==> src/clocked_frame_transmitter_with_fifo_defines.svh <==
// Assertion macros for the clocked frame transmitter.
// Included by the top level; no other dependencies.
`ifndef CLOCKED_FRAME_TRANSMITTER_WITH_FIFO_DEFINES_SVH
`define CLOCKED_FRAME_TRANSMITTER_WITH_FIFO_DEFINES_SVH
`ifndef NO_ASSERTIONS
`define CFT_ASSERT(label, clk, rst, prop, msg) \
   label: assert property (@(posedge clk) disable iff (rst) prop) else $error(msg);
`define CFT_ASSERT_ALWAYS(label, clk, prop, msg) \
   label: assert property (@(posedge clk) prop) else $error(msg);
`else
`define CFT_ASSERT(label, clk, rst, prop, msg)
`define CFT_ASSERT_ALWAYS(label, clk, prop, msg)
`endif
`endif

==> src/cft_pkg.sv <==
// Shared types and constants of the clocked frame transmitter.
// No dependencies.
package cft_pkg;

   localparam int FIFO_DEPTH_DEFAULT = 32;

   localparam logic [3:0] MARK_LAST   = 4'd7;
   localparam logic [3:0] DATA_LAST   = 4'd8;
   localparam logic [3:0] PARITY_SLOT = 4'd9;
   localparam logic [3:0] STOP_SLOT   = 4'd10;

   typedef enum logic [2:0] {
      PH_MARKS = 3'b001,
      PH_TEST  = 3'b010,
      PH_DRAIN = 3'b100
   } phase_type;

   // Characters of the test group, in sending order
   function automatic logic [7:0] test_char(input logic [1:0] idx);
      logic [7:0] c;
      case (idx)
         2'd0:    c = 8'h74;
         2'd1:    c = 8'h65;
         2'd2:    c = 8'h73;
         default: c = 8'h74;
      endcase
      return c;
   endfunction

endpackage

==> src/cft_req_if.sv <==
// Input channel: received bytes and bit clock edges.
// No dependencies.
interface cft_req_if;
   logic       valid;
   logic       ready;
   logic       mode;
   logic [7:0] rx_byte;
   logic       test_request;

   modport source (output valid, output mode, output rx_byte, output test_request,
                   input ready);
   modport sink   (input valid, input mode, input rx_byte, input test_request,
                   output ready);
endinterface

==> src/cft_rsp_if.sv <==
// Result channel: line level and drop flag.
// No dependencies.
interface cft_rsp_if;
   logic valid;
   logic ready;
   logic line_bit;
   logic dropped;

   modport source (output valid, output line_bit, output dropped, input ready);
   modport sink   (input valid, input line_bit, input dropped, output ready);
endinterface

==> src/clocked_frame_transmitter_with_fifo.sv <==
// Top level of the clocked frame transmitter with receive buffer.
// Depends on cft_pkg, cft_req_if, cft_rsp_if and the defines header.
//
// Usage:
//   req_bus carries one word per event: mode 0 buffers rx_byte in a ring of
//   FIFO_DEPTH slots (FIFO_DEPTH-1 usable; a byte arriving on a full ring is
//   dropped and flagged), mode 1 marks a rising edge of the bit clock and
//   test_request is sampled at sequence decision points.
//   rsp_bus returns one word per request word: line_bit is the line level
//   after the event, dropped flags a discarded byte.
//   Frames: 8 mark bits, then 't','e','s','t' groups while test_request is
//   high, then the buffered bytes, each as start, 8 data LSB first, even
//   parity, stop.
//   The result is registered, valid the next cycle; one word is taken every
//   cycle unless rsp_bus stalls (one sequencer update and one ring access per
//   word). The ring head is prefetched from the buffer memory into a register.
//   Reset (synchronous) empties the ring, restarts the mark run and drives
//   the line high; buffer contents are not cleared.
//   When rsp_bus stalls, the result is held and req_bus.ready drops until
//   the result is taken; the next word is accepted in the cycle it is taken.
`include "clocked_frame_transmitter_with_fifo_defines.svh"

module clocked_frame_transmitter_with_fifo
   import cft_pkg::*;
#(
   parameter int FIFO_DEPTH = FIFO_DEPTH_DEFAULT
) (
   input  logic      clock,
   input  logic      reset,
   cft_req_if.sink   req_bus,
   cft_rsp_if.source rsp_bus
);

   localparam int PTR_W = (FIFO_DEPTH > 2) ? $clog2(FIFO_DEPTH) : 1;
   localparam logic [PTR_W-1:0] PTR_LAST = PTR_W'(FIFO_DEPTH - 1);

   logic [7:0] store_mem [FIFO_DEPTH];

   logic [PTR_W-1:0] wr_ptr_ff, wr_ptr_in, rd_ptr_ff, rd_ptr_in;
   logic [PTR_W-1:0] wr_next, rd_next;
   phase_type        phase_ff, phase_in;
   logic [3:0]       slot_ff, slot_in;
   logic [7:0]       shift_ff, shift_in;
   logic             parity_ff, parity_in;
   logic [1:0]       pidx_ff, pidx_in;
   logic             line_ff, line_in;
   logic             rsp_valid_ff, line_bit_ff, dropped_ff;
   logic [7:0]       rd_data_ff, bypass_data_ff;
   logic             bypass_ff;

   logic       accept, ring_empty, ring_full, wr_en, drop;
   logic       do_bits, do_start, do_marks, pop, bit_v;
   logic [7:0] head, start_val;

   assign accept        = req_bus.valid && req_bus.ready;
   assign req_bus.ready = !rsp_valid_ff || rsp_bus.ready;

   assign wr_next    = (wr_ptr_ff == PTR_LAST) ? '0 : wr_ptr_ff + 1'b1;
   assign rd_next    = (rd_ptr_ff == PTR_LAST) ? '0 : rd_ptr_ff + 1'b1;
   assign ring_empty = (wr_ptr_ff == rd_ptr_ff);
   assign ring_full  = (wr_next == rd_ptr_ff);
   assign head       = bypass_ff ? bypass_data_ff : rd_data_ff;

   always_comb begin
      phase_in  = phase_ff;
      slot_in   = slot_ff;
      shift_in  = shift_ff;
      parity_in = parity_ff;
      pidx_in   = pidx_ff;
      wr_ptr_in = wr_ptr_ff;
      rd_ptr_in = rd_ptr_ff;
      wr_en     = 1'b0;
      drop      = 1'b0;
      do_bits   = 1'b0;
      do_start  = 1'b0;
      do_marks  = 1'b0;
      pop       = 1'b0;
      start_val = head;
      bit_v     = line_ff;

      if (accept && !req_bus.mode) begin
         if (ring_full) begin
            drop = 1'b1;
         end else begin
            wr_en     = 1'b1;
            wr_ptr_in = wr_next;
         end
      end else if (accept) begin
         case (phase_ff)
            PH_TEST: begin
               if (slot_ff != '0) begin
                  do_bits = 1'b1;
               end else if (pidx_ff != '0) begin
                  do_start  = 1'b1;
                  start_val = test_char(pidx_ff);
               end else if (req_bus.test_request) begin
                  do_start  = 1'b1;
                  start_val = test_char(2'd0);
               end else if (!ring_empty) begin
                  phase_in = PH_DRAIN;
                  do_start = 1'b1;
                  pop      = 1'b1;
               end else begin
                  do_marks = 1'b1;
               end
            end
            PH_DRAIN: begin
               if (slot_ff != '0) begin
                  do_bits = 1'b1;
               end else if (!ring_empty) begin
                  do_start = 1'b1;
                  pop      = 1'b1;
               end else begin
                  do_marks = 1'b1;
               end
            end
            default: begin
               // mark run: hand over to the decision point after the eighth mark
               phase_in = PH_MARKS;
               bit_v    = 1'b1;
               if (slot_ff >= MARK_LAST) begin
                  phase_in = PH_TEST;
                  slot_in  = '0;
                  pidx_in  = '0;
               end else begin
                  slot_in = slot_ff + 1'b1;
               end
            end
         endcase

         if (do_start) begin
            shift_in  = start_val;
            parity_in = 1'b0;
            slot_in   = 4'd1;
            bit_v     = 1'b0;
         end
         if (do_marks) begin
            phase_in = PH_MARKS;
            slot_in  = 4'd1;
            bit_v    = 1'b1;
         end
         if (pop) begin
            rd_ptr_in = rd_next;
         end
         if (do_bits) begin
            if (slot_ff <= DATA_LAST) begin
               bit_v     = shift_ff[0];
               shift_in  = {1'b0, shift_ff[7:1]};
               parity_in = parity_ff ^ shift_ff[0];
               slot_in   = slot_ff + 1'b1;
            end else if (slot_ff == PARITY_SLOT) begin
               bit_v   = parity_ff;
               slot_in = STOP_SLOT;
            end else begin
               // stop bit; advance the test character
               bit_v   = 1'b1;
               slot_in = '0;
               if (phase_ff == PH_TEST) begin
                  pidx_in = pidx_ff + 1'b1;
               end
            end
         end
      end
      line_in = bit_v;
   end

   // Buffer memory with prefetched head and write bypass
   always_ff @(posedge clock) begin
      if (wr_en) begin
         store_mem[wr_ptr_ff] <= req_bus.rx_byte;
      end
      rd_data_ff     <= store_mem[rd_ptr_in];
      bypass_ff      <= wr_en && (wr_ptr_ff == rd_ptr_in);
      bypass_data_ff <= req_bus.rx_byte;
   end

   always_ff @(posedge clock) begin
      if (reset) begin
         wr_ptr_ff    <= '0;
         rd_ptr_ff    <= '0;
         phase_ff     <= PH_MARKS;
         slot_ff      <= '0;
         shift_ff     <= '0;
         parity_ff    <= 1'b0;
         pidx_ff      <= '0;
         line_ff      <= 1'b1;
         rsp_valid_ff <= 1'b0;
      end else begin
         wr_ptr_ff <= wr_ptr_in;
         rd_ptr_ff <= rd_ptr_in;
         phase_ff  <= phase_in;
         slot_ff   <= slot_in;
         shift_ff  <= shift_in;
         parity_ff <= parity_in;
         pidx_ff   <= pidx_in;
         line_ff   <= line_in;
         if (accept) begin
            rsp_valid_ff <= 1'b1;
         end else if (rsp_bus.ready) begin
            rsp_valid_ff <= 1'b0;
         end
      end
   end

   always_ff @(posedge clock) begin
      if (accept) begin
         line_bit_ff <= line_in;
         dropped_ff  <= drop;
      end
   end

   assign rsp_bus.valid    = rsp_valid_ff;
   assign rsp_bus.line_bit = line_bit_ff;
   assign rsp_bus.dropped  = dropped_ff;

   `CFT_ASSERT(a_drop_holds_ptr, clock, reset, accept && !req_bus.mode && ring_full |=> $stable(wr_ptr_ff) && rsp_bus.dropped, "dropped word moved the write pointer")
   `CFT_ASSERT(a_idle_holds_ptrs, clock, reset, !accept |=> $stable(wr_ptr_ff) && $stable(rd_ptr_ff), "ring pointers moved without a word")
   `CFT_ASSERT(a_stop_is_mark, clock, reset, accept && req_bus.mode && slot_ff == STOP_SLOT |=> rsp_bus.line_bit, "stop bit not driven high")

endmodule

==> src/flat_wrapper.sv <==
// flat-port wrapper written by rule: the top's interface ports become plain ports
module clocked_frame_transmitter_with_fifo_flat import cft_pkg::*;
#(
   parameter int FIFO_DEPTH = FIFO_DEPTH_DEFAULT
)
  (clock, reset, req_bus_valid, req_bus_mode, req_bus_rx_byte, req_bus_test_request, req_bus_ready, rsp_bus_valid, rsp_bus_line_bit, rsp_bus_dropped, rsp_bus_ready);
  cft_req_if req_bus_i ();
  cft_rsp_if rsp_bus_i ();
  input  logic clock;
  input  logic reset;
  input wire logic [$bits(req_bus_i.valid)-1:0] req_bus_valid;
  input wire logic [$bits(req_bus_i.mode)-1:0] req_bus_mode;
  input wire logic [$bits(req_bus_i.rx_byte)-1:0] req_bus_rx_byte;
  input wire logic [$bits(req_bus_i.test_request)-1:0] req_bus_test_request;
  output wire logic [$bits(req_bus_i.ready)-1:0] req_bus_ready;
  output wire logic [$bits(rsp_bus_i.valid)-1:0] rsp_bus_valid;
  output wire logic [$bits(rsp_bus_i.line_bit)-1:0] rsp_bus_line_bit;
  output wire logic [$bits(rsp_bus_i.dropped)-1:0] rsp_bus_dropped;
  input wire logic [$bits(rsp_bus_i.ready)-1:0] rsp_bus_ready;
  assign req_bus_i.valid = req_bus_valid;
  assign req_bus_i.mode = req_bus_mode;
  assign req_bus_i.rx_byte = req_bus_rx_byte;
  assign req_bus_i.test_request = req_bus_test_request;
  assign req_bus_ready = req_bus_i.ready;
  assign rsp_bus_valid = rsp_bus_i.valid;
  assign rsp_bus_line_bit = rsp_bus_i.line_bit;
  assign rsp_bus_dropped = rsp_bus_i.dropped;
  assign rsp_bus_i.ready = rsp_bus_ready;
  clocked_frame_transmitter_with_fifo #(.FIFO_DEPTH(FIFO_DEPTH)) u_core (.clock(clock), .reset(reset), .req_bus(req_bus_i), .rsp_bus(rsp_bus_i));
endmodule
==> config.mk <==
export PLATFORM = sky130hd
export DESIGN_NAME = clocked_frame_transmitter_with_fifo_flat
export DESIGN_NICKNAME = d
export VERILOG_FILES = /design/src/cft_pkg.sv /design/src/cft_req_if.sv /design/src/cft_rsp_if.sv /design/src/clocked_frame_transmitter_with_fifo.sv /design/src/flat_wrapper.sv
export VERILOG_INCLUDE_DIRS = /design/src /design/src/src
export SDC_FILE = /design/constraint.sdc
export NUM_CORES = 1
export LEC_CHECK = 0
export ABC_CLOCK_PERIOD_IN_PS = 7400
export CORE_MARGIN = 3
export CORE_UTILIZATION = 40
export CTS_CLUSTER_DIAMETER = 100
export DETAILED_ROUTE_END_ITERATION = 8
export DONT_BUFFER_PORTS = 1
export GPL_TIMING_DRIVEN = 1
export PLACE_DENSITY = 0.65
export REMOVE_ABC_BUFFERS = 1
export SYNTH_ARGS = -nofsm -noshare
export SYNTH_HDL_FRONTEND = slang
export SYNTH_SLANG_ARGS = --single-unit
==> constraint.sdc <==
create_clock -name clock -period 7.4 [get_ports clock]
set_clock_uncertainty 0.2 [all_clocks]
set_input_delay 0 -clock clock [delete_from_list [all_inputs] [get_ports clock]]
set_output_delay 0 -clock clock [all_outputs]
set_load 0.01 [all_outputs]
-- After elaboration in Yosys (flattened, before gate mapping)
Memory sizes are Yosys's and may differ from the RTL's. A register that Yosys moved wholly into a read port is not among the register bits.
Cells that the tools add are included.
- memory bits (writable): 256
- latch bits: 0
- input port bits: 14
- ROM bits: 0
- memories kept: 1
- register bits: 41
- logic and storage cells: 131
- output and inout port bits: 4
- memories (name ; words ; bits a word ; read ports ; clocked after Yosys merged registers in ; write ports ; RTL line ; RTL):
    u_core.store_mem ; 32 ; 8 ; 1 ; 1 ; 1 ; clocked_frame_transmitter_with_fifo.sv:37 ; logic [7:0] store_mem [FIFO_DEPTH];
- multipliers: 0
- equality and inequality tests: 16
- magnitude comparators: 2
- shift operators: 0
- bitwise gates (word level): 3
- reductions and logical operators: 14
- div/mod/pow operators: 0
- muxes and demuxes: 78
- add/subtract/negate cells: 4
- operators by type and width (operator ; count):
    2-to-1 mux 8 bit ; 8
    2-to-1 mux 1 bit ; 41
    2-to-1 mux 4 bit ; 7
    2-to-1 mux 5 bit ; 5
    == test 5 bit ; 3
    2-to-1 mux 3 bit ; 5
    2-to-1 mux 2 bit ; 7
    adder 5 x 1 -> 5 bit (second input constant) ; 2
    == test 5 bit (second input constant) ; 2
    one-hot mux 5 bit (2 select lines) ; 1
    != test 3 bit (second input constant) ; 3
    AND reduction 7 bit ; 1
    one-hot mux 1 bit (2 select lines) ; 3
    one-hot mux 3 bit (2 select lines) ; 1
    adder 4 x 1 -> 4 bit (second input constant) ; 1
    == test 4 bit (second input constant) ; 1
    greater-or-equal comparator 4 x 3 -> 1 bit (second input constant) ; 1
    less-or-equal comparator 4 bit (second input constant) ; 1
    != test 4 x 1 -> 1 bit (second input constant) ; 1
    AND reduction 2 bit ; 2
    nonzero test 2 bit ; 2
    nonzero test 4 bit ; 1
    == test 3 x 2 -> 1 bit (second input constant) ; 1
    == test 3 bit (second input constant) ; 1
    12 further kinds ; 16

-- Longest topological paths before layout
- depth in word-level cells: 13
- gate-level depth with buffers: 14
- depth with buffers taken out: 12

-- Worst setup path after synthesis
No wires, ideal clock.
- path kind: reg-to-reg
- start point: reg u_core.pidx_ff[0]
- end point: reg u_core.rd_data_ff[1], read port of u_core.store_mem
- setup time: 0.127 ns
- stages on the path, launching flop included: 14
- path buffers: 2
- data required time: 7.073 ns
- slack: 3.715 ns
- clock period less this slack: 3.685 ns
- arrival: 3.358 ns
- cells stage by stage: dfxtp_1 > inv_1 > ha_1 > or4bb_1 > a2111oi_4 > o31ai_2 > mux2_4 > buf_6 > buf_6 > and2_1 > a211oi_2 > a211oi_1 > or4_1 > or3_1
- word-level cells in the longest chain between the ends: 9
- ends and longest elaborated chain (what ; RTL line ; RTL):
    start: declaration ; clocked_frame_transmitter_with_fifo.sv:45 ; logic [1:0] pidx_ff, pidx_in;
    start signal: assignment ; clocked_frame_transmitter_with_fifo.sv:195 ; pidx_ff <= pidx_in;
    nonzero test 2 bit ; clocked_frame_transmitter_with_fifo.sv:93 ; end else if (pidx_ff != '0) begin
    2-to-1 mux 1 bit ; clocked_frame_transmitter_with_fifo.sv:93 ;
    2-to-1 mux 1 bit ; clocked_frame_transmitter_with_fifo.sv:91 ; if (slot_ff != '0) begin
    one-hot mux 1 bit (2 select lines) ; clocked_frame_transmitter_with_fifo.sv:89 ; case (phase_ff)
    2-to-1 mux 1 bit ; clocked_frame_transmitter_with_fifo.sv:88 ; end else if (accept) begin
    2-to-1 mux 1 bit ; clocked_frame_transmitter_with_fifo.sv:81 ; if (accept && !req_bus.mode) begin
    2-to-1 mux 5 bit ; clocked_frame_transmitter_with_fifo.sv:142 ; if (pop) begin
    2-to-1 mux 5 bit ; clocked_frame_transmitter_with_fifo.sv:88 ;
    2-to-1 mux 5 bit ; clocked_frame_transmitter_with_fifo.sv:81 ;
    end: declaration ; clocked_frame_transmitter_with_fifo.sv:48 ; logic [7:0] rd_data_ff, bypass_data_ff;
Every way passes these cells. The select of a mux whose other input is x is not followed.
A chain may end at the register's enable or synchronous reset.

-- Final worst setup path
- start point: reg u_core.pidx_ff[0]
- end point: reg u_core.rd_data_ff[5], read port of u_core.store_mem
The elaborated chain is that of the path after synthesis.

==> out/metrics.yaml <==
route:
  drt-total-wl_um: 31180
  ant_nets: 0
  drc_errors: 0
  initialDrtViolationCount: 944
  dr.pass1.iters: 5
  via_per_inst: 5.879
  wl_per_cell_um: 22.68
  vias: 8083
placed_design:
  dp_hpwl_um: 18400
  io_buffers: 0
  place_congestion: 0.8394
  placedCellCount: 1292
  dpl_worst_slack_ns: 2.521
logic_synthesis:
  synth_seq_cells: 305
  synth.distinct_cells: 57
  ys_seq_area_share_pct: 67.97
  ys_async_sr_fraction_pct: 0
  ys.flop_type: "edfxtp_1"
  syn_avg_cell_area_um2: 13.50
  mappedNetlistArea_mm2: 0.01278
  yosysWarnings: 0
  synth_edf_count: 258
  netlist_instances: 947
sta:
  fin_ws_ns: 2.459
  setup_viol: 0
  final.setup.tns_ns: 0
  drv_slew: 0
  grt_setup_unrepaired: "false"
  worst_pin_slew_ns: 1.082
  period_minus_slack_ns: 4.941
  period_share_pct: 66.77
  relSlewSlack_pct: 27.87
  hold_viol: 0
  clock.fmax_ghz: 0.2024
worst_setup_path:
  path_delay_family: "simple AND/OR/NAND/NOR gates"
  cp_cell_sequence: "inv_1, ha_1, or4bb_1, a21oi_1, nand4b_1, nand2_4, buf_4, mux2i_1, a22o_1, o22ai_1, or3_1"
  crit_start: "u_core.pidx_ff[0]"
  path_buf_inv: 2
  required_ns: 7.64
  cp-start-kind: "register"
  critPathKind: "register to register"
  slowest_delay_ns: 0.72
  setup.worst_path.end_class: "register"
  cp_max_fo: 43
  worstPathArrival_ns: 5.18
  rr_startpoint: "u_core.pidx_ff[0]"
  crit_path_top_delay_cell: "nand2_4"
power_and_ir_drop:
  ir_drop_uv: 191.2
  power_density_mw_per_mm2: 246.2
  p_sw_share_pct: 20.58
  p_comb_share_pct: 3.0
  clkPwrFrac_pct: 44.2
  switching_power_uw: 734.3
  design_power_total_uw: 3567
  p_seq_share_pct: 52.8
  leakagePower_uw: 0.004561
  internal_power_uw: 2833
clock_network:
  cts_buffers: 31
  clk_latency_ns: 0.56
  cts_resized: 0
  cts_buffer_depth: 3
  htreeDepth: 1
  post_cts_buffers: 0
  cts_hold_buf: 26
  clkSinkCount: 305
  cts-root-buf: "clkbuf_16"
  path_clk_slew_ns: 0.06
  cts_tree: "done"
die:
  fp.coreArea_mm2: 0.03107
  die_area_mm2: 0.03414
  dieWidth_um: 184.8
  ios: 18
  start_util_pct: 41.14
  die_h_um: 184.8
  row_count: 64
global_route:
  met2_usage_pct: 27.03
  busiest_layer: "met2"
  antenna_found_initial: 2
  grt_pass1_vias: 7602
  grtUsageMet3_pct: 4.243
  grt_pass1_wl_um: 47200
  overflow: 0
  grt_max_degree: 55
  grt_use_total_pct: 18.01
  grtUsageMet1_pct: 26.51
min_path:
  hold_start: "req_bus_mode"
  hold_path_class: "input port to register"
finish:
  final_cell_mix: "258 x edfxtp_1, 80 x nor2_1, 73 x a21oi_1"
  n_fill_cell: 2671
  final_layout_size_suffix_gt1_share_pct: 8.887
  final_common_cell: "edfxtp_1"
  n_antenna_cell: 0
  instances_no_fill: 1375
  fin_nets: 983
  area_growth_pct: 13.35
run:
  max-cap-violations: 0
outcome:
  status: "finished clean"
==> sequential cells by signal, indices dropped and copies added, names as in the netlist, 2 cells and up <==
| name | count |
|---|---|
| u_core.bypass_data_ff | 8 |
| u_core.store_mem | 256 |
| u_core.pidx_ff | 2 |
| u_core.phase_ff | 3 |
| u_core.wr_ptr_ff | 5 |
| u_core.rd_data_ff | 8 |
| u_core.rd_ptr_ff | 5 |
| u_core.slot_ff | 4 |
| u_core.shift_ff | 8 |
==> routing by layer <==
| layer | vias to the layer above | share of wire, % | routed length, um |
|---|---|---|---|
| li1 | 3650 | - | - |
| met1 | 4044 | 45 | 13970 |
| met2 | 326 | 45 | 13900 |
| met3 | 59 | 8.0 | 2496 |
| met4 | 4 | 2.5 | 790 |
| met5 | - | 0.087 | 27 |
==> cell type report <==
cell class                      count  area [um^2]  area share (%)
Multi-Input combinational cell    570         3815           26.33
Clock inverter                     21        226.5           1.563
Inverter                           13        48.80          0.3368
Clock buffer                       36        804.5           5.553
Sequential cell                   305         8688           59.97
Tap cell                          396        495.5           3.420
Timing Repair Buffer               34        410.4           2.832
==> power by group through the flow <==
stage | Sequential (uW) | Combinational [uW] | Clock [uW]
after global placement | 1920 | 59.6 | 0
after floorplan | 1920 | 43.3 | 0
after CTS | 1880 | 109 | 1600
final | 1880 | 109 | 1580
after global routing | 1880 | 118 | 1670
after detailed placement | 1920 | 60.5 | 0
==> through the flow <==
| step | area (um^2) | hold WS [ns] | utilization [%] |
|---|---|---|---|
| 6_report | 14490 | 0.04579 | 46.63 |
| 5_1_grt | 14490 | 0.04422 | 46.63 |
| 4_1_cts | 14490 | 0.03498 | 46.63 |
| 3_5_place_dp | 13110 | -0.1698 | 42.19 |
| 3_3_place_gp | 13110 | -0.1699 | 42.19 |
| 2_1_floorplan | 12520 | -0.1723 | - |
==> cells in the mapped netlist (all sizes together) (9+ instances only) <==
| cell | n | area share [%] |
|---|---|---|
| a22oi | 9 | 0.53 |
| a21oi | 74 | 2.9 |
| and3 | 18 | 0.88 |
| or3 | 9 | 0.44 |
| inv | 13 | 0.38 |
| a2111oi | 16 | 1.2 |
| a211oi | 23 | 1.5 |
| a211o | 14 | 0.96 |
| o22ai | 13 | 0.64 |
| nor2 | 80 | 2.3 |
| nand2 | 73 | 2.1 |
| buf | 23 | 0.98 |
| a221oi | 21 | 1.4 |
| dfxtp | 47 | 7.4 |
| ha | 14 | 1.4 |
| edfxtp | 258 | 61 |
| xnor2 | 11 | 0.75 |
| mux2i | 69 | 5.4 |
| a22o | 16 | 1.1 |
| and2 | 12 | 0.59 |
| clkbuf | 36 | 1.1 |
| o21ai | 12 | 0.47 |
| nand2b | 11 | 0.54 |
==> cell families after synthesis <==
logic type / share of synthesized area (%)
compound gates: 12.08
xor+xnor: 0.8222
fa+ha+maj: 1.370
buf+inv: 2.428
flops: 67.97
mux: 5.785
simple gates: 9.544
==> path summary, 6_finish.rpt <==
kind                                          endpoint  slack, ns  cells past startpoint
worst min register to register      u_core.shift_ff[7]       0.27                      2
worst max-delay path              u_core.rd_data_ff[5]       2.46                     11
worst max register to register    u_core.rd_data_ff[5]       2.46                     11
worst min-delay path            u_core.rsp_bus.dropped       0.05                      2
(Power assumes the default switching activity.)
